`config.mk`:
```
export PLATFORM = sky130hd
export DESIGN_NAME = button_click_hold_event_detector_flat
export DESIGN_NICKNAME = d
export VERILOG_FILES = /design/src/rtl/core/bchd_pkg.sv /design/src/rtl/core/bchd_sample_if.sv /design/src/rtl/core/bchd_result_if.sv /design/src/rtl/core/bchd_cfg_regs.sv /design/src/rtl/core/bchd_eval.sv /design/src/rtl/core/button_click_hold_event_detector.sv /design/src/flat_wrapper.sv
export VERILOG_INCLUDE_DIRS = /design/src /design/src/rtl/core
export SDC_FILE = /design/constraint.sdc
export NUM_CORES = 1
export LEC_CHECK = 0
export CORE_ASPECT_RATIO = 0.9
export CORE_MARGIN = 1.5
export CORE_UTILIZATION = 65
export DETAILED_ROUTE_END_ITERATION = 8
export DONT_BUFFER_PORTS = 1
export GPL_TIMING_DRIVEN = 0
export PLACE_DENSITY = 0.77
export SLEW_MARGIN = 20
export SYNTH_ARGS = -nofsm -noshare
export SYNTH_HDL_FRONTEND = slang
export SYNTH_HIERARCHICAL = 1
export SYNTH_SLANG_ARGS = --single-unit
```
`constraint.sdc`:
```
create_clock -name clk -period 6.63 [get_ports clk]
set_input_delay 0 -clock clk [delete_from_list [all_inputs] [get_ports clk]]
set_output_delay 0 -clock clk [all_outputs]
set_load 0.02 [all_outputs]
```
`src/rtl/core/assert_macros.svh`:
```
// ---------------------------------------------------------------------------
// assert_macros.svh
// concurrent assertion helpers used by button_click_hold_event_detector
// ---------------------------------------------------------------------------
`ifndef ASSERT_MACROS_SVH
`define ASSERT_MACROS_SVH

// checked on every rising clk edge outside reset
`define ASSERT_CLKED(lbl, prop, msg) \
	lbl: assert property (@(posedge clk) disable iff (!arst_n) (prop)) else $error(msg);

// checked on every rising clk edge, reset included
`define ASSERT_ALWAYS(lbl, prop, msg) \
	lbl: assert property (@(posedge clk) (prop)) else $error(msg);

`endif

```
`src/rtl/core/bchd_pkg.sv`:
```
// ---------------------------------------------------------------------------
// bchd_pkg
// types and constants of the button click / hold event detector
// ---------------------------------------------------------------------------
package bchd_pkg;

	localparam int unsigned TIME_W    = 32;
	localparam int unsigned PERIOD_W  = 16;
	localparam int unsigned COUNT_W   = 8;
	localparam int unsigned CFG_IDX_W = 3;
	localparam int unsigned CFG_DAT_W = 16;

	// register indexes
	localparam logic [CFG_IDX_W-1:0] CFG_HOLD_TIME   = 3'd0;
	localparam logic [CFG_IDX_W-1:0] CFG_STEP_PERIOD = 3'd1;
	localparam logic [CFG_IDX_W-1:0] CFG_MC_WINDOW   = 3'd2;
	localparam logic [CFG_IDX_W-1:0] CFG_INVERT      = 3'd3;

	// register reset values
	localparam logic [PERIOD_W-1:0] HOLD_TIME_RST   = 16'd1000;
	localparam logic [PERIOD_W-1:0] STEP_PERIOD_RST = 16'd300;
	localparam logic [PERIOD_W-1:0] MC_WINDOW_RST   = 16'd400;

	localparam logic [COUNT_W-1:0] COUNT_MAX = 8'd255;

	typedef struct packed {
		logic [PERIOD_W-1:0] hold_time_ms;
		logic [PERIOD_W-1:0] step_period_ms;
		logic [PERIOD_W-1:0] multiclick_window_ms;
		logic                invert_level;
	} cfg_t;

	typedef struct packed {
		logic               pressing;
		logic               holding;
		logic [TIME_W-1:0]  press_start;
		logic [TIME_W-1:0]  last_step;
		logic [COUNT_W-1:0] clicks;
	} state_t;

	typedef struct packed {
		logic              raw_pressed;
		logic [TIME_W-1:0] now_ms;
	} sample_t;

	typedef struct packed {
		logic               press_event;
		logic               hold_event;
		logic               step_event;
		logic               short_release_event;
		logic               hold_release_event;
		logic               is_pressing;
		logic               is_holding;
		logic               multiclick_valid;
		logic [COUNT_W-1:0] multiclick_count;
		logic [TIME_W-1:0]  held_time_ms;
		logic               busy_res;
	} result_t;

endpackage

```
`src/rtl/core/bchd_sample_if.sv`:
```
// ---------------------------------------------------------------------------
// bchd_sample_if
// valid/ready channel carrying one button sample per beat
// ---------------------------------------------------------------------------
interface bchd_sample_if;
	import bchd_pkg::*;

	logic              valid;
	logic              ready;
	logic              raw_pressed;
	logic [TIME_W-1:0] now_ms;

	modport source (output valid, output raw_pressed, output now_ms, input ready);
	modport sink   (input valid, input raw_pressed, input now_ms, output ready);
endinterface

```
`src/rtl/core/bchd_result_if.sv`:
```
// ---------------------------------------------------------------------------
// bchd_result_if
// valid/ready channel carrying one event result per beat
// ---------------------------------------------------------------------------
interface bchd_result_if;
	import bchd_pkg::*;

	logic               valid;
	logic               ready;
	logic               press_event;
	logic               hold_event;
	logic               step_event;
	logic               short_release_event;
	logic               hold_release_event;
	logic               is_pressing;
	logic               is_holding;
	logic               multiclick_valid;
	logic [COUNT_W-1:0] multiclick_count;
	logic [TIME_W-1:0]  held_time_ms;
	logic               busy_res;

	modport source (
		output valid, input ready,
		output press_event, output hold_event, output step_event,
		output short_release_event, output hold_release_event,
		output is_pressing, output is_holding,
		output multiclick_valid, output multiclick_count,
		output held_time_ms, output busy_res
	);
	modport sink (
		input valid, output ready,
		input press_event, input hold_event, input step_event,
		input short_release_event, input hold_release_event,
		input is_pressing, input is_holding,
		input multiclick_valid, input multiclick_count,
		input held_time_ms, input busy_res
	);
endinterface

```
`src/rtl/core/bchd_cfg_regs.sv`:
```
// ---------------------------------------------------------------------------
// bchd_cfg_regs
// configuration register file, write only
// ---------------------------------------------------------------------------
module bchd_cfg_regs (
	input  logic                             clk,
	input  logic                             arst_n,
	input  logic                             cfg_we,
	input  logic [bchd_pkg::CFG_IDX_W-1:0]   cfg_idx,
	input  logic [bchd_pkg::CFG_DAT_W-1:0]   cfg_wdata,
	output bchd_pkg::cfg_t                   cfg
);
	import bchd_pkg::*;

	cfg_t cfg_q;

	always_ff @(posedge clk or negedge arst_n) begin
		if (!arst_n) begin
			cfg_q.hold_time_ms         <= HOLD_TIME_RST;
			cfg_q.step_period_ms       <= STEP_PERIOD_RST;
			cfg_q.multiclick_window_ms <= MC_WINDOW_RST;
			cfg_q.invert_level         <= 1'b0;
		end else if (cfg_we) begin
			unique case (cfg_idx)
				CFG_HOLD_TIME:   cfg_q.hold_time_ms         <= cfg_wdata;
				CFG_STEP_PERIOD: cfg_q.step_period_ms       <= cfg_wdata;
				CFG_MC_WINDOW:   cfg_q.multiclick_window_ms <= cfg_wdata;
				CFG_INVERT:      cfg_q.invert_level         <= cfg_wdata[0];
				default: ; // unused indexes are dropped
			endcase
		end
	end

	assign cfg = cfg_q;
endmodule

```
`src/rtl/core/bchd_eval.sv`:
```
// ---------------------------------------------------------------------------
// bchd_eval
// next state and event flags for one sample
// ---------------------------------------------------------------------------
module bchd_eval (
	input  bchd_pkg::cfg_t    cfg,
	input  bchd_pkg::state_t  state,
	input  bchd_pkg::sample_t smp,
	output bchd_pkg::state_t  state_nxt,
	output bchd_pkg::result_t res
);
	import bchd_pkg::*;

	logic              lvl;
	logic [TIME_W-1:0] since_press;
	logic [TIME_W-1:0] since_step;
	logic              win_closed;
	logic              step_due;
	logic              hold_due;
	logic [COUNT_W-1:0] clicks_win;

	assign lvl         = smp.raw_pressed ^ cfg.invert_level;
	assign since_press = smp.now_ms - state.press_start;
	assign since_step  = smp.now_ms - state.last_step;
	assign win_closed  = since_press >= TIME_W'(cfg.multiclick_window_ms);
	assign step_due    = since_step >= TIME_W'(cfg.step_period_ms);
	assign hold_due    = since_press >= TIME_W'(cfg.hold_time_ms);
	assign clicks_win  = win_closed ? '0 : state.clicks;

	always_comb begin
		state_nxt        = state;
		state_nxt.clicks = clicks_win;
		res              = '0;

		// window check uses the press start held before this sample
		res.multiclick_valid = win_closed && (state.clicks > COUNT_W'(1));
		res.multiclick_count = res.multiclick_valid ? state.clicks : '0;

		priority if (lvl && !state.pressing) begin
			if (clicks_win != COUNT_MAX) begin
				state_nxt.clicks = clicks_win + COUNT_W'(1);
			end
			state_nxt.pressing    = 1'b1;
			state_nxt.press_start = smp.now_ms;
			res.press_event       = 1'b1;
		end else if (lvl && state.holding) begin
			if (step_due) begin
				// advance by one period so late samples catch up
				state_nxt.last_step = state.last_step + TIME_W'(cfg.step_period_ms);
				res.step_event      = 1'b1;
			end
		end else if (lvl) begin
			if (hold_due) begin
				state_nxt.last_step = smp.now_ms;
				state_nxt.holding   = 1'b1;
				res.hold_event      = 1'b1;
			end
		end else if (state.pressing) begin
			if (state.holding) begin
				res.hold_release_event = 1'b1;
				res.held_time_ms       = since_press;
			end else begin
				res.short_release_event = 1'b1;
			end
			state_nxt.pressing = 1'b0;
			state_nxt.holding  = 1'b0;
		end else begin
			// released and idle: nothing beyond the window check
		end

		res.is_pressing = state_nxt.pressing;
		res.is_holding  = state_nxt.holding;
		res.busy_res    = state_nxt.pressing || (state_nxt.clicks != '0);
	end
endmodule

```
`src/rtl/core/button_click_hold_event_detector.sv`:
```
// ---------------------------------------------------------------------------
// button_click_hold_event_detector
// press, hold, step, release and multiclick events from timestamped samples
//
// sample channel: one beat per button sample (raw level, 32-bit ms stamp).
// report channel: exactly one beat per sample, in order, with the one-shot
// event flags, the pressing / holding / busy levels, a multiclick count and
// the held time on a hold release.
// path: a sample goes through the input register, then the result register.
// throughput: one sample per cycle when not stalled; the input register
// feeds the event logic, which updates the state registers and the result
// register at the same edge, so the next sample sees the updated state at once.
// stall: while report.ready is low the result register holds its beat and
// one more sample may wait in the input register; sample.ready then drops.
// reset: arst_n clears the state and both valid flags, and loads the
// configuration defaults (hold 1000 ms, step 300 ms, window 400 ms, no
// inversion). configuration is written through cfg_we / cfg_idx / cfg_wdata;
// the user must write it only while no sample is in flight (not enforced).
// ---------------------------------------------------------------------------
`include "assert_macros.svh"

module button_click_hold_event_detector (
	input  logic                           clk,
	input  logic                           arst_n,
	input  logic                           cfg_we,
	input  logic [bchd_pkg::CFG_IDX_W-1:0] cfg_idx,
	input  logic [bchd_pkg::CFG_DAT_W-1:0] cfg_wdata,
	bchd_sample_if.sink                    sample,
	bchd_result_if.source                  report
);
	import bchd_pkg::*;

	cfg_t    cfg;
	state_t  state_q;
	state_t  state_nxt;
	sample_t smp_in;
	sample_t smp_s1;
	logic    valid_s1;
	result_t res_nxt;
	result_t res_s2;
	logic    valid_s2;
	logic    advance;

	// configuration registers
	bchd_cfg_regs u_cfg (
		.clk       (clk),
		.arst_n    (arst_n),
		.cfg_we    (cfg_we),
		.cfg_idx   (cfg_idx),
		.cfg_wdata (cfg_wdata),
		.cfg       (cfg)
	);

	// the held sample moves on when the result register is free or drains now
	assign advance      = valid_s1 && (!valid_s2 || report.ready);
	assign sample.ready = !valid_s1 || advance;

	assign smp_in.raw_pressed = sample.raw_pressed;
	assign smp_in.now_ms      = sample.now_ms;

	// input register
	always_ff @(posedge clk or negedge arst_n) begin
		if (!arst_n) begin
			valid_s1 <= 1'b0;
		end else if (sample.valid && sample.ready) begin
			valid_s1 <= 1'b1;
		end else if (advance) begin
			valid_s1 <= 1'b0;
		end
	end

	always_ff @(posedge clk) begin
		if (sample.valid && sample.ready) begin
			smp_s1 <= smp_in;
		end
	end

	// event logic between the input register and the result register
	bchd_eval u_eval (
		.cfg       (cfg),
		.state     (state_q),
		.smp       (smp_s1),
		.state_nxt (state_nxt),
		.res       (res_nxt)
	);

	// button state, committed together with the result
	always_ff @(posedge clk or negedge arst_n) begin
		if (!arst_n) begin
			state_q <= '0;
		end else if (advance) begin
			state_q <= state_nxt;
		end
	end

	// result register
	always_ff @(posedge clk or negedge arst_n) begin
		if (!arst_n) begin
			valid_s2 <= 1'b0;
		end else if (advance) begin
			valid_s2 <= 1'b1;
		end else if (report.ready) begin
			valid_s2 <= 1'b0;
		end
	end

	always_ff @(posedge clk) begin
		if (advance) begin
			res_s2 <= res_nxt;
		end
	end

	assign report.valid               = valid_s2;
	assign report.press_event         = res_s2.press_event;
	assign report.hold_event          = res_s2.hold_event;
	assign report.step_event          = res_s2.step_event;
	assign report.short_release_event = res_s2.short_release_event;
	assign report.hold_release_event  = res_s2.hold_release_event;
	assign report.is_pressing         = res_s2.is_pressing;
	assign report.is_holding          = res_s2.is_holding;
	assign report.multiclick_valid    = res_s2.multiclick_valid;
	assign report.multiclick_count    = res_s2.multiclick_count;
	assign report.held_time_ms        = res_s2.held_time_ms;
	assign report.busy_res            = res_s2.busy_res;

	// at most one one-shot event per beat
	`ASSERT_CLKED(a_one_event, valid_s2 |-> $onehot0({res_s2.press_event, res_s2.hold_event, res_s2.step_event, res_s2.short_release_event, res_s2.hold_release_event}), "more than one event in a beat")
	// holding never outlives pressing
	`ASSERT_ALWAYS(a_hold_in_press, state_q.holding |-> state_q.pressing, "holding without pressing")
	// a release leaves the button idle
	`ASSERT_CLKED(a_release_idle, (valid_s2 && (res_s2.hold_release_event || res_s2.short_release_event)) |-> (!res_s2.is_pressing && !res_s2.is_holding), "pressing after release")
	// a reported sequence has at least two clicks
	`ASSERT_CLKED(a_mc_count, (valid_s2 && res_s2.multiclick_valid) |-> (res_s2.multiclick_count > 8'd1), "multiclick count too small")
	// an advancing sample always fills the result register
	`ASSERT_CLKED(a_adv_fills, advance |=> valid_s2, "result register not loaded")
endmodule
```
`src/flat_wrapper.sv`:
```
// flat-port wrapper written by rule: the top's interface ports become plain ports
module button_click_hold_event_detector_flat import bchd_pkg::*;
  (clk, arst_n, cfg_we, cfg_idx, cfg_wdata, sample_valid, sample_raw_pressed, sample_now_ms, sample_ready, report_valid, report_ready, report_press_event, report_hold_event, report_step_event, report_short_release_event, report_hold_release_event, report_is_pressing, report_is_holding, report_multiclick_valid, report_multiclick_count, report_held_time_ms, report_busy_res);
  bchd_sample_if sample_i ();
  bchd_result_if report_i ();
  input  logic clk;
  input  logic arst_n;
  input  logic cfg_we;
  input  logic [bchd_pkg::CFG_IDX_W-1:0] cfg_idx;
  input  logic [bchd_pkg::CFG_DAT_W-1:0] cfg_wdata;
  input wire logic [$bits(sample_i.valid)-1:0] sample_valid;
  input wire logic [$bits(sample_i.raw_pressed)-1:0] sample_raw_pressed;
  input wire logic [$bits(sample_i.now_ms)-1:0] sample_now_ms;
  output wire logic [$bits(sample_i.ready)-1:0] sample_ready;
  output wire logic [$bits(report_i.valid)-1:0] report_valid;
  input wire logic [$bits(report_i.ready)-1:0] report_ready;
  output wire logic [$bits(report_i.press_event)-1:0] report_press_event;
  output wire logic [$bits(report_i.hold_event)-1:0] report_hold_event;
  output wire logic [$bits(report_i.step_event)-1:0] report_step_event;
  output wire logic [$bits(report_i.short_release_event)-1:0] report_short_release_event;
  output wire logic [$bits(report_i.hold_release_event)-1:0] report_hold_release_event;
  output wire logic [$bits(report_i.is_pressing)-1:0] report_is_pressing;
  output wire logic [$bits(report_i.is_holding)-1:0] report_is_holding;
  output wire logic [$bits(report_i.multiclick_valid)-1:0] report_multiclick_valid;
  output wire logic [$bits(report_i.multiclick_count)-1:0] report_multiclick_count;
  output wire logic [$bits(report_i.held_time_ms)-1:0] report_held_time_ms;
  output wire logic [$bits(report_i.busy_res)-1:0] report_busy_res;
  assign sample_i.valid = sample_valid;
  assign sample_i.raw_pressed = sample_raw_pressed;
  assign sample_i.now_ms = sample_now_ms;
  assign sample_ready = sample_i.ready;
  assign report_valid = report_i.valid;
  assign report_i.ready = report_ready;
  assign report_press_event = report_i.press_event;
  assign report_hold_event = report_i.hold_event;
  assign report_step_event = report_i.step_event;
  assign report_short_release_event = report_i.short_release_event;
  assign report_hold_release_event = report_i.hold_release_event;
  assign report_is_pressing = report_i.is_pressing;
  assign report_is_holding = report_i.is_holding;
  assign report_multiclick_valid = report_i.multiclick_valid;
  assign report_multiclick_count = report_i.multiclick_count;
  assign report_held_time_ms = report_i.held_time_ms;
  assign report_busy_res = report_i.busy_res;
  button_click_hold_event_detector u_core (.clk(clk), .arst_n(arst_n), .cfg_we(cfg_we), .cfg_idx(cfg_idx), .cfg_wdata(cfg_wdata), .sample(sample_i), .report(report_i));
endmodule
```
==> run_results.csv, run 1 <==
group,metric,value,unit
sta,layout_setup_ws,0.403,ns
cells_and_area,final_nets,1833,
power_and_ir_drop,p_leak,7.53,nW
clocking,max-clock-path-buffers,3,
critical_path,endpoint_kind,"flop",
worst_hold_path,whs_path_depth,3,
worst_hold_path,holdCritStartpoint,"cfg_we",
drt,final_antenna_net_count,0,
cells_and_area,area_growth,11.6,%
drt,route.detailed.drc,0,
logic_synthesis,ys_types,100,
critical_path,path_class,"flop to flop",
logic_synthesis,synth_fp_nets,1748,
sta,period_minus_slack,6.23,ns
cells_and_area,seq_area,5610,um^2
job,cap_violations,0,
placed_design,io_buffer_count,0,
die,rows,53,
power_and_ir_drop,comb_power_share,59.2,%
cells_and_area,drive_gt1_share,14.7,%
worst_hold_path,min_path_type,"input port to flop",
logic_synthesis,ys_ff_latch,207,
global_route,first_global_vias,12043,
placed_design,place.gp.congestion,0.916,
sta,rsz0062_at_grt,"false",
critical_path,cp.required,7.04,ns
die,pin_count,108,
critical_path,timing.rr.start,"u_core/smp_s1[4]",
clocking,cts_tree,"yes",
worst_hold_path,worstHoldEndpoint,"u_core/u_cfg/cfg[16]",
drt,first_iter_violations,1192,
logic_synthesis,synth_area,15400,um^2
logic_synthesis,synth.most_common_cell,"inv_1",
cells_and_area,fillers,1628,
sta,hold_viol,0,
logic_synthesis,synth_area_per_cell,9.84,um^2
logic_synthesis,synth_edf_count,82,
drt,dr.pass1.iters,6,
power_and_ir_drop,cellInternalPower,4.57,mW
critical_path,cp-start-kind,"flop",
sta,fmax,161,MHz
sta,fin_crit_sh,93.9,%
die,die_area,24600,um^2
sta,tightestPinTransition,0.926,ns
die,die_w,165,um
power_and_ir_drop,power_frac_seq,25.0,%
placed_design,preCtsSetupSlack,0.396,ns
logic_synthesis,synth_top_cell_by_area,"dfrtp_1",
clocking,clock-sinks,207,
logic_synthesis,ys_top_cells_by_area,"dfrtp_1, edfxtp_1, ha_1",
clocking,clk_latency,0.53,ns
logic_synthesis,synth.top_cell.area_share,18.3,%
clocking,cts_root_buffer,"clkbuf_16",
placed_design,dp_hpwl,30000,um
critical_path,cp_max_fo,10,
global_route,grt_max_degree,126,
clocking,numCtsBuffers,23,
clocking,cts_max_level,1,
power_and_ir_drop,finalPower,8.27,mW
drt,wl_per_cell,21.4,um
sta,finClkSkew,0.0203,ns
clocking,clkTransAtPathRegs,0.07,ns
critical_path,rrSetupSlack,0.40,ns
sta,drv_slew,0,
logic_synthesis,seq_area_frac_synth,36.5,%
sta,fin_setup_tns,0,ns
cells_and_area,finish.utilization,73.6,%
sta,holdWs,0.0122,ns
sta,finalSetupViolations,0,
power_and_ir_drop,swShare,44.7,%
power_and_ir_drop,p_switching,3.69,mW
critical_path,r2r-end,"u_core/state_q[23]",
logic_synthesis,synth_common_cells,"inv_1, ha_1, nand2_1",
global_route,grt_overflow,0,
drt,viasPerCell,6.49,
global_route,antenna_found_initial,1,
sta,timing.slew.headroom,36.7,%
drt,route.vias.total,12766,
power_and_ir_drop,powerDensity,482,nW/um^2
clocking,post_cts_buffers,0,
critical_path,r2r_cells,20,
drt,wl,42100,um
power_and_ir_drop,vdd_ir_drop_max,384,uV
cells_and_area,multiInputGateArea,8770,um^2
die,die_h,149,um
critical_path,worstPathArrival,6.63,ns
global_route,grt_first_pass_wirelength,65600,um
die,core_region_area,23300,um^2
global_route,grt_use_total,34.5,%
outcome,status,"complete, no violations",
die,start_util,66.0,%
power_and_ir_drop,pwr-share-clk,15.9,%
logic_synthesis,synth_flop_cell,"dfrtp_1",
logic_synthesis,synthArstFlopShare,60.4,%
logic_synthesis,synth_cells,1561,
logic_synthesis,yosys_warnings,6,
-- state kept, by name, summed over array words and instances, names as in the netlist --
register and flops:
u_core/report.hold_event 1, u_core/report.busy_res 1, u_core/report.multiclick_count 8, u_core/report.press_event 1, u_core/report.short_release_event 1, u_core/report.held_time_ms 32, u_core/report.hold_release_event 1, u_core/smp_s1 33
u_core/u_cfg/cfg 49, u_core/valid_s1 1, u_core/report.multiclick_valid 1, u_core/report.is_pressing 1, u_core/state_q 74, u_core/report.step_event 1, u_core/report.valid 1, u_core/report.is_holding 1
-- power by group through the flow --
stage / combinational (mW) / sequential [mW] / clock (mW)
CTS: 4.74 / 2.05 / 1.31
floorplan: 3.64 / 1.97 / 0
detailed placement: 4.63 / 2.07 / 0
global route: 5.36 / 2.10 / 1.37
finish: 4.89 / 2.06 / 1.31
global placement: 4.49 / 2.05 / 0
-- cell families (layout without fill, tap and decap cells) --
group	count (synthesis)	in the layout	share of synthesized area [%]
other	0	1	0
xor gates and xnor gates	54	54	3.08
DFF	207	207	36.5
AOI/OAI and AO/OA	383	383	17.0
muxes	133	133	11.0
adders and majority gates	130	130	10.7
buffers and inverters	206	308	6.39
and+or+nand+nor	448	448	15.3
-- layout make-up --
| cell class | count | area share [%] |
|---|---|---|
| Multi-Input combinational cell | 1148 | 51.2 |
| Sequential cell | 207 | 32.7 |
| Timing Repair Buffer | 60 | 3.72 |
| Clock buffer | 29 | 3.55 |
| Inverter | 155 | 3.39 |
| Buffer | 51 | 2.34 |
| Tap cell | 302 | 2.20 |
| Clock inverter | 13 | 0.883 |
| Antenna cell | 1 | 0.0146 |
-- critical path, stage by stage (launching register included) --
cell and delay (ns):
edfxtp_1 0.51, ha_1 0.40, a21o_1 0.19, or3_1 0.34
o21ai_2 0.32, nand2_1 0.14, a31oi_1 0.26, nor2b_1 0.07
o21ai_0 0.14, nand2_1 0.08, xor2_1 0.36, ha_1 0.33
a21o_1 0.17, a2111oi_0 0.42, a31oi_1 0.26, or2_2 0.36
o31ai_4 0.59, o21bai_1 0.34, buf_2 0.37, a221oi_1 0.14
mux2_4 0.29
-- what timing repair did --
action / in CTS / in global routing
hold endpoints to repair: 216 / 0
resized for setup: 0 / 4
endpoints found under the setup margin: 0 / 7
hold buffers: 58 / 0
-- stage by stage --
stage          cell area, um^2  instances
6_report                 17100       1966
5_1_grt                  17100       1966
4_1_cts                  17100       1965
3_5_place_dp             15800       1865
3_3_place_gp             15700       1863
2_1_floorplan            15400       1561
-- worst max-delay path by stage --
| stage | start | end | slack (ns) | cells past startpoint |
|---|---|---|---|---|
| CTS | u_core/smp_s1[0] | u_core/state_q[21] | 0.36 | 24 |
| global route | u_core/smp_s1[1] | u_core/state_q[18] | 0.04 | 24 |
| finish | u_core/smp_s1[4] | u_core/state_q[23] | 0.40 | 20 |
| global placement | u_core/smp_s1[0] | u_core/state_q[21] | 0.42 | 24 |
| detailed placement | u_core/smp_s1[0] | u_core/state_q[21] | 0.40 | 24 |
| floorplan | u_core/state_q[9] | u_core/state_q[21] | 1.47 | 25 |
-- placed cells by master (no fill, tap or decap), types with 57 or more instances in the layout --
master         netlist  routed
dfrtp_1            112     112
nor2_1              90      90
ha_1               127     127
dlygate4sd3_1        0      57
nand2_1            122     122
o21ai_0             82      82
edfxtp_1            82      82
mux2_2              73      73
a21oi_1             82      82
inv_1              154     152
-- metal layers --
layer  global-route usage (%)  share of wire [%]  vias up
met5                        0                  0        -
li1                         -                  -     5871
met4                     10.9                3.0        0
met2                     53.6                 45      647
met3                     5.98                8.7      107
met1                     49.0                 43     6141
Note: power is estimated with default switching activity, not from simulation.
==> run 2, diff against run 1 <==
--- a/config.mk
+++ b/config.mk
@@ -6,6 +6,9 @@
 export SDC_FILE = /design/constraint.sdc
 export NUM_CORES = 1
 export LEC_CHECK = 0
+export ABC_AREA = 1
+export ABC_CLOCK_PERIOD_IN_PS = 6630
+export CAP_MARGIN = 25
 export CORE_ASPECT_RATIO = 0.9
 export CORE_MARGIN = 1.5
 export CORE_UTILIZATION = 65
==> run 2 against run 1 <==
Sequential share of layout area is 3.6 points lower. Combinational power increased by 10%. Register-to-register slack better by 1.1 ns. Clock skew is 0.011 ns higher. Non-clock buffer count up 41. Global-route usage grew 6.3 points. First-iteration DRC count increased by 110%. Clock power increased by 9%. Worst setup slack improved by 1.1 ns. Count of clock-buffer cells in the layout rose by 4. Area after synthesis is 12% higher.
==> run_results.csv, run 2 <==
group,metric,value,unit
outcome,status,"complete, no violations",
die,die_w,174,um
drt,first_iter_violations,2481,
drt,wl_met1,22000,um
clocking,cts_max_level,1,
drt,wl_met3,6500,um
die,core_region_area,26000,um^2
drt,route.detailed.drc,0,
logic_synthesis,synth_fp_nets,2735,
critical_path,cpMostUsedCell,"nand2_1",
global_route,antenna_found_initial,2,
sta,holdWs,0.0498,ns
logic_synthesis,synth.top_cell.area_share,21.1,%
logic_synthesis,synth_flop_cell,"dfrtp_1",
power_and_ir_drop,vdd_ir_drop_max,331,uV
sta,timing.slew.headroom,26.0,%
critical_path,slowest_stage,"edfxtp_1",
cells_and_area,final_common_cell,"nand2_1",
critical_path,crit_family,"simple AND/OR/NAND/NOR gates",
sta,period_minus_slack,5.12,ns
logic_synthesis,synth.most_common_cell,"nand2_1",
placed_design,place.gp.congestion,0.988,
drt,wl_met2,25300,um
logic_synthesis,yosys_warnings,6,
logic_synthesis,ys_types,54,
clocking,cts_tree,"yes",
logic_synthesis,synth_mux_area_share,0,%
global_route,first_global_vias,16766,
logic_synthesis,synth_top_cell_by_area,"nand2_1",
cells_and_area,area_growth,11.9,%
logic_synthesis,synth_cells,2548,
cells_and_area,largest_reg_flops,74,
die,rows,56,
critical_path,endpoint_kind,"flop",
die,die_h,157,um
critical_path,slowest_delay,0.58,ns
cells_and_area,regMostFlops,"u_core/state_q",
die,start_util,66.1,%
logic_synthesis,synthArstFlopShare,60.4,%
power_and_ir_drop,p_leak,10.0,nW
placed_design,dp_cells,2897,
placed_design,dp_hpwl,41100,um
clocking,max-clock-path-buffers,3,
sta,hold_viol,0,
global_route,grt_max_degree,126,
critical_path,path_class,"flop to flop",
global_route,grt_first_pass_wirelength,87200,um
clocking,post_cts_buffers,0,
critical_path,cp_max_fo,10,
clocking,clk_latency,0.56,ns
critical_path,cp.required,6.93,ns
cells_and_area,multiInputGateArea,9810,um^2
drt,highest_layer,"met4",
drt,wl,56600,um
logic_synthesis,synth_edf_count,82,
cells_and_area,finalNonFillerCells,3012,
logic_synthesis,synth_xor_area_share,3.56,%
sta,finalSetupViolations,0,
sta,fin_crit_sh,77.3,%
logic_synthesis,synth_area_per_cell,6.75,um^2
drt,wl_per_cell,18.8,um
logic_synthesis,synth_area,17200,um^2
cells_and_area,final_nets,2831,
logic_synthesis,synth_common_cells,"nand2_1, inv_1, nand3_1",
die,die_area,27400,um^2
cells_and_area,drive_gt1_share,6.42,%
cells_and_area,fillers,2109,
die,pin_count,108,
worst_hold_path,min_path_type,"input port to flop",
sta,drv_slew,0,
cells_and_area,finish.utilization,74.0,%
sta,finClkSkew,0.0318,ns
cells_and_area,seq_area,5610,um^2
clocking,cts.repair.resized,0,
drt,final_antenna_net_count,0,
logic_synthesis,synth_simple_gate_area_share,36.0,%
sta,fin_setup_tns,0,ns
clocking,postCtsHoldBufs,69,
drt,route.vias.total,18022,
global_route,grt_use_total,40.7,%
logic_synthesis,synth_top_family_by_area,"simple AND/OR/NAND/NOR gates",
drt,dr.pass1.iters,7,
clocking,clkTransAtPathRegs,0.06,ns
logic_synthesis,synth_adder_area_share,9.59,%
critical_path,cp_num_buf_inv,6,
global_route,grt_overflow,0,
sta,tightestPinTransition,1.11,ns
placed_design,io_buffer_count,0,
drt,viasPerCell,5.98,
logic_synthesis,seq_area_frac_synth,32.6,%
logic_synthesis,synth-compound-area-share,7.90,%
clocking,numCtsBuffers,24,
critical_path,cp-start-kind,"flop",
critical_path,worstPathArrival,5.42,ns
sta,fmax,195,MHz
logic_synthesis,ys_ff_latch,207,
clocking,clock-sinks,207,
power_and_ir_drop,powerDensity,464,nW/um^2
logic_synthesis,ys_top_cells_by_area,"nand2_1, dfrtp_1, edfxtp_1",
sta,rsz0062_at_grt,"false",
clocking,cts_root_buffer,"clkbuf_16",
job,cap_violations,0,
cells_and_area,mostFrequentLayoutCells,"nand2_1, inv_1, nand3_1, nor2_1, ha_1",
==> run 2: changes by cell type after synthesis, sizes merged, moves of 28 or more <==
cell   delta
xor2     +43
mux2    -123
nand2   +859
a21o     -34
xnor2    -28
inv     +201
and2     -37
nand3   +158
nor2     +90
==> run 2: stage by stage <==
step                setup WS (ns)  cell area (um^2)  power [mW]
floorplan                    2.51             17200        5.82
global placement             1.56             17600        6.97
detailed placement           1.65             17700        7.16
CTS                          1.62             19200        8.68
global route                 1.18             19200        9.61
finish                       1.51             19200        8.91
==> run 2: final cells by class <==
cell class	count	area share [%]
Antenna cell	2	0.0260
Sequential cell	207	29.2
Multi-Input combinational cell	1902	51.0
Buffer	82	2.30
Timing Repair Buffer	70	3.79
Inverter	357	6.97
Clock inverter	11	0.553
Tap cell	348	2.26
Clock buffer	33	3.94
==> run 2: report_power, final <==
part | internal (mW) | switching (mW)
combinational | 1.80 | 3.60
sequential | 1.69 | 0.397
clock | 0.846 | 0.584
total | 4.34 | 4.58
==> run 2: metal layers <==
layer	GRT usage, %	up-vias
li1	-	8334
met1	52.7	8202
met2	66.7	1219
met3	7.39	267
met4	18.3	0
met5	0.906	-
==> run 2: worst register-to-register path: cells and delay by family, from the launching register on <==
family,cells,cell delay (ns)
xor gates and xnor gates,1,0.45
adders and majority gates,3,1.00
buffers and inverters,6,0.73
and+or+nand+nor,21,2.15
DFF,1,0.58
==> run 2: logic make-up (layout without fill, tap and decap cells) <==
kind of cell	Yosys count	after routing
buffers and inverters	439	553
DFF	207	207
other	0	2
xor gates and xnor gates	69	69
AOI/OAI and AO/OA	247	247
adders and majority gates	130	130
and+or+nand+nor	1456	1456
==> run 2: final timing paths <==
| check | slack [ns] | from | depth (start not counted) | to |
|---|---|---|---|---|
| setup / recovery | 1.51 | u_core/smp_s1[1] | 31 | u_core/report.busy_res |
| hold / removal | 0.05 | report_ready | 3 | u_core/valid_s1 |
| setup reg to reg | 1.51 | u_core/smp_s1[1] | 31 | u_core/report.busy_res |
| hold reg to reg | 0.46 | u_core/u_cfg/cfg[38] | 2 | u_core/u_cfg/cfg[38] |
| max in group asynchronous | 5.95 | arst_n | 2 | u_core/report.valid |
| min in group asynchronous | 0.06 | arst_n | 2 | u_core/state_q[3] |
==> run 3, diff against run 2 <==
--- a/config.mk
+++ b/config.mk
@@ -6,16 +6,16 @@
 export SDC_FILE = /design/constraint.sdc
 export NUM_CORES = 1
 export LEC_CHECK = 0
-export ABC_AREA = 1
-export ABC_CLOCK_PERIOD_IN_PS = 6630
+export ABC_AREA = 0
+export ABC_CLOCK_PERIOD_IN_PS = 4300
 export CAP_MARGIN = 25
 export CORE_ASPECT_RATIO = 0.9
 export CORE_MARGIN = 1.5
-export CORE_UTILIZATION = 65
+export CORE_UTILIZATION = 59
 export DETAILED_ROUTE_END_ITERATION = 8
 export DONT_BUFFER_PORTS = 1
 export GPL_TIMING_DRIVEN = 0
-export PLACE_DENSITY = 0.77
+export PLACE_DENSITY = 0.74
 export SLEW_MARGIN = 20
 export SYNTH_ARGS = -nofsm -noshare
 export SYNTH_HDL_FRONTEND = slang
==> constraint.sdc (replaced) <==
create_clock -name clk -period 4.3 [get_ports clk]
set_input_delay 0 -clock clk [delete_from_list [all_inputs] [get_ports clk]]
set_output_delay 0 -clock clk [all_outputs]
set_load 0.02 [all_outputs]
==> run 3 against run 2 <==
The run now ends with negative setup slack left. Hold slack worse by 0.019 ns. Critical path depth down 6. Sequential share of layout area up 0.58 points. Clock skew down 0.011 ns. Critical endpoint is now u_core/state_q[35]. Largest cell class unchanged. Largest power group unchanged.
==> run_results.csv, run 3 (synthesized netlist as in run 1, its figures left out) <==
group,metric,value,unit
critical_path,cp_max_fo,4,
power_and_ir_drop,finalPower,14.2,mW
sta,fmax,185,MHz
cells_and_area,mostFrequentLayoutCells,"inv_1, nand2_1, dfrtp_1, ha_1, edfxtp_1",
critical_path,endpoint_kind,"flop",
clocking,numCtsBuffers,24,
outcome,violations,"negative setup slack",
cells_and_area,finalNonFillerCells,2088,
clocking,clock-sinks,207,
critical_path,critPathLaunch,"u_core/smp_s1[0]",
drt,final_antenna_net_count,0,
cells_and_area,area_growth,22.8,%
clocking,cts_tree,"yes",
job,cap_violations,0,
power_and_ir_drop,vdd_ir_drop_max,488,uV
global_route,first_global_vias,13008,
sta,drv_slew,0,
global_route,grt_first_pass_wirelength,71000,um
sta,rsz0062_at_grt,"true",
drt,wl_per_cell,22.6,um
clocking,clk_latency,0.54,ns
sta,fin_crit_sh,126,%
drt,viasPerCell,6.41,
global_route,antenna_found_initial,2,
die,core_region_area,25300,um^2
critical_path,cp.required,4.78,ns
global_route,grt_use_total,33.3,%
sta,finClkSkew,0.0212,ns
cells_and_area,regMostFlops,"u_core/state_q",
cells_and_area,drive_gt1_share,25.6,%
critical_path,r2r_cells,25,
critical_path,path_class,"flop to flop",
worst_hold_path,min_path_type,"input port to flop",
drt,route.vias.total,13384,
cells_and_area,largest_reg_flops,74,
outcome,status,"finished, violations left",
sta,period_minus_slack,5.41,ns
drt,wl,47100,um
critical_path,r2r-end,"u_core/state_q[35]",
cells_and_area,final_common_cell,"inv_1",
die,pin_count,108,
sta,finalSetupViolations,53,
placed_design,dp_cells,1905,
sta,timing.slew.headroom,36.2,%
cells_and_area,final_nets,1914,
global_route,grt_overflow,0,
critical_path,cp-start-kind,"flop",
die,rows,55,
power_and_ir_drop,powerDensity,755,nW/um^2
critical_path,worstPathArrival,5.89,ns
placed_design,io_buffer_count,0,
die,die_w,173,um
critical_path,timing.rr.start,"u_core/smp_s1[0]",
critical_path,setup.worst_path.end,"u_core/state_q[35]",
power_and_ir_drop,p_leak,8.16,nW
sta,layout_setup_ws,-1.11,ns
die,die_h,156,um
die,die_area,27000,um^2
placed_design,dp_hpwl,30300,um
clocking,cts_root_buffer,"clkbuf_16",
global_route,grt_max_degree,126,
sta,tightestPinTransition,0.934,ns
drt,first_iter_violations,1334,
critical_path,rrSetupSlack,-1.11,ns
die,start_util,60.6,%
sta,hold_viol,0,
drt,route.detailed.drc,0,
placed_design,place.gp.congestion,0.933,
clocking,max-clock-path-buffers,3,
clocking,clkTransAtPathRegs,0.06,ns
drt,dr.pass1.iters,7,
clocking,cts_max_level,1,
## run 3: cell count changes in the layout (fill, tap and decap cells not counted), sizes merged, moves of 20 or more
| cell | before | now |
|---|---|---|
| xor2 | 61 | 18 |
| a21oi | 106 | 86 |
| nor2 | 180 | 90 |
| a21o | 5 | 39 |
| xnor2 | 8 | 36 |
| buf | 52 | 106 |
| inv | 358 | 158 |
| nand4 | 53 | 27 |
| nand3 | 190 | 32 |
| and2 | 3 | 40 |
| nand2 | 983 | 124 |
| mux2 | 0 | 123 |
## run 3: area by class of cell
type | count | area [um^2]
fill | 1737 | 6470
inverter | 155 | 582
sequential | 207 | 5610
buffer | 46 | 442
multi-input combinational | 1148 | 9570
tap | 342 | 428
clock inverter | 13 | 165
clock buffer | 31 | 648
antenna | 1 | 2.50
timing repair buffer | 145 | 1410
## run 3: timing repair
action / in CTS / in global routing
resized for setup: 97 / 79
setup buffers: 56 / 24
hold buffers: 63 / 0
setup endpoints to repair: 54 / 54
pin swaps: 52 / 29
endpoints found under the hold margin: 221 / 0
gates cloned: 1 / 1
## run 3: how the worst min path moves through the flow
| stage | from | end | slack, ns | depth (start not counted) |
|---|---|---|---|---|
| 2_1_floorplan | arst_n | u_core/report.valid | -0.30 | 0 |
| 3_3_place_gp | arst_n | u_core/state_q[16] | -0.29 | 0 |
| 3_5_place_dp | arst_n | u_core/state_q[16] | -0.29 | 0 |
| 4_1_cts | cfg_we | u_core/u_cfg/cfg[16] | 0.009 | 3 |
| 5_1_grt | cfg_we | u_core/u_cfg/cfg[2] | 0.04 | 3 |
| 6_report | cfg_we | u_core/u_cfg/cfg[16] | 0.03 | 3 |
## run 3: where the power goes
group | switching, mW | internal [mW]
clock | 0.875 | 1.26
combinational | 4.94 | 3.96
sequential | 0.579 | 2.63
total | 6.39 | 7.85
## run 3: metal layers
metal	track usage, %	wire, um	part of all wire [%]	vias up
met5	0	0	0	-
met4	12.8	2000	4.3	0
li1	-	-	-	6052
met1	45.1	20100	43	6507
met3	5.34	3720	7.9	145
met2	53.8	21200	45	680
## run 3: metrics by stage
| step | instance area [um^2] | hold slack [ns] | utilization, % | worst slack [ns] | TNS, ns |
|---|---|---|---|---|---|
| floorplan | 15500 | -0.296 | - | -0.600 | -15.07 |
| global placement | 15900 | -0.291 | 63.0 | -1.31 | -50.96 |
| detailed placement | 16000 | -0.292 | 63.1 | -1.36 | -55.11 |
| CTS | 18300 | 0.00904 | 72.3 | -0.823 | -29.51 |
| global route | 18900 | 0.0358 | 74.5 | -1.19 | -46.88 |
| finish | 18900 | 0.0306 | 74.5 | -1.11 | -39.62 |
## run 3: critical path, cell delays in order, from the launching register on
cell	delay, ns
edfxtp_1	0.39
inv_2	0.15
ha_4	0.19
inv_2	0.05
fa_2	0.38
a211oi_4	0.29
o211ai_1	0.20
a21oi_2	0.26
buf_4	0.15
xnor2_1	0.07
ha_2	0.19
a21o_1	0.18
a21o_1	0.15
a211o_1	0.30
a211oi_2	0.24
nor2_2	0.10
buf_4	0.15
nor4_4	0.15
nand4_1	0.11
or4b_1	0.48
or4_4	0.51
buf_6	0.15
nand2_4	0.07
o211ai_1	0.09
nand3_1	0.16
mux2_4	0.16
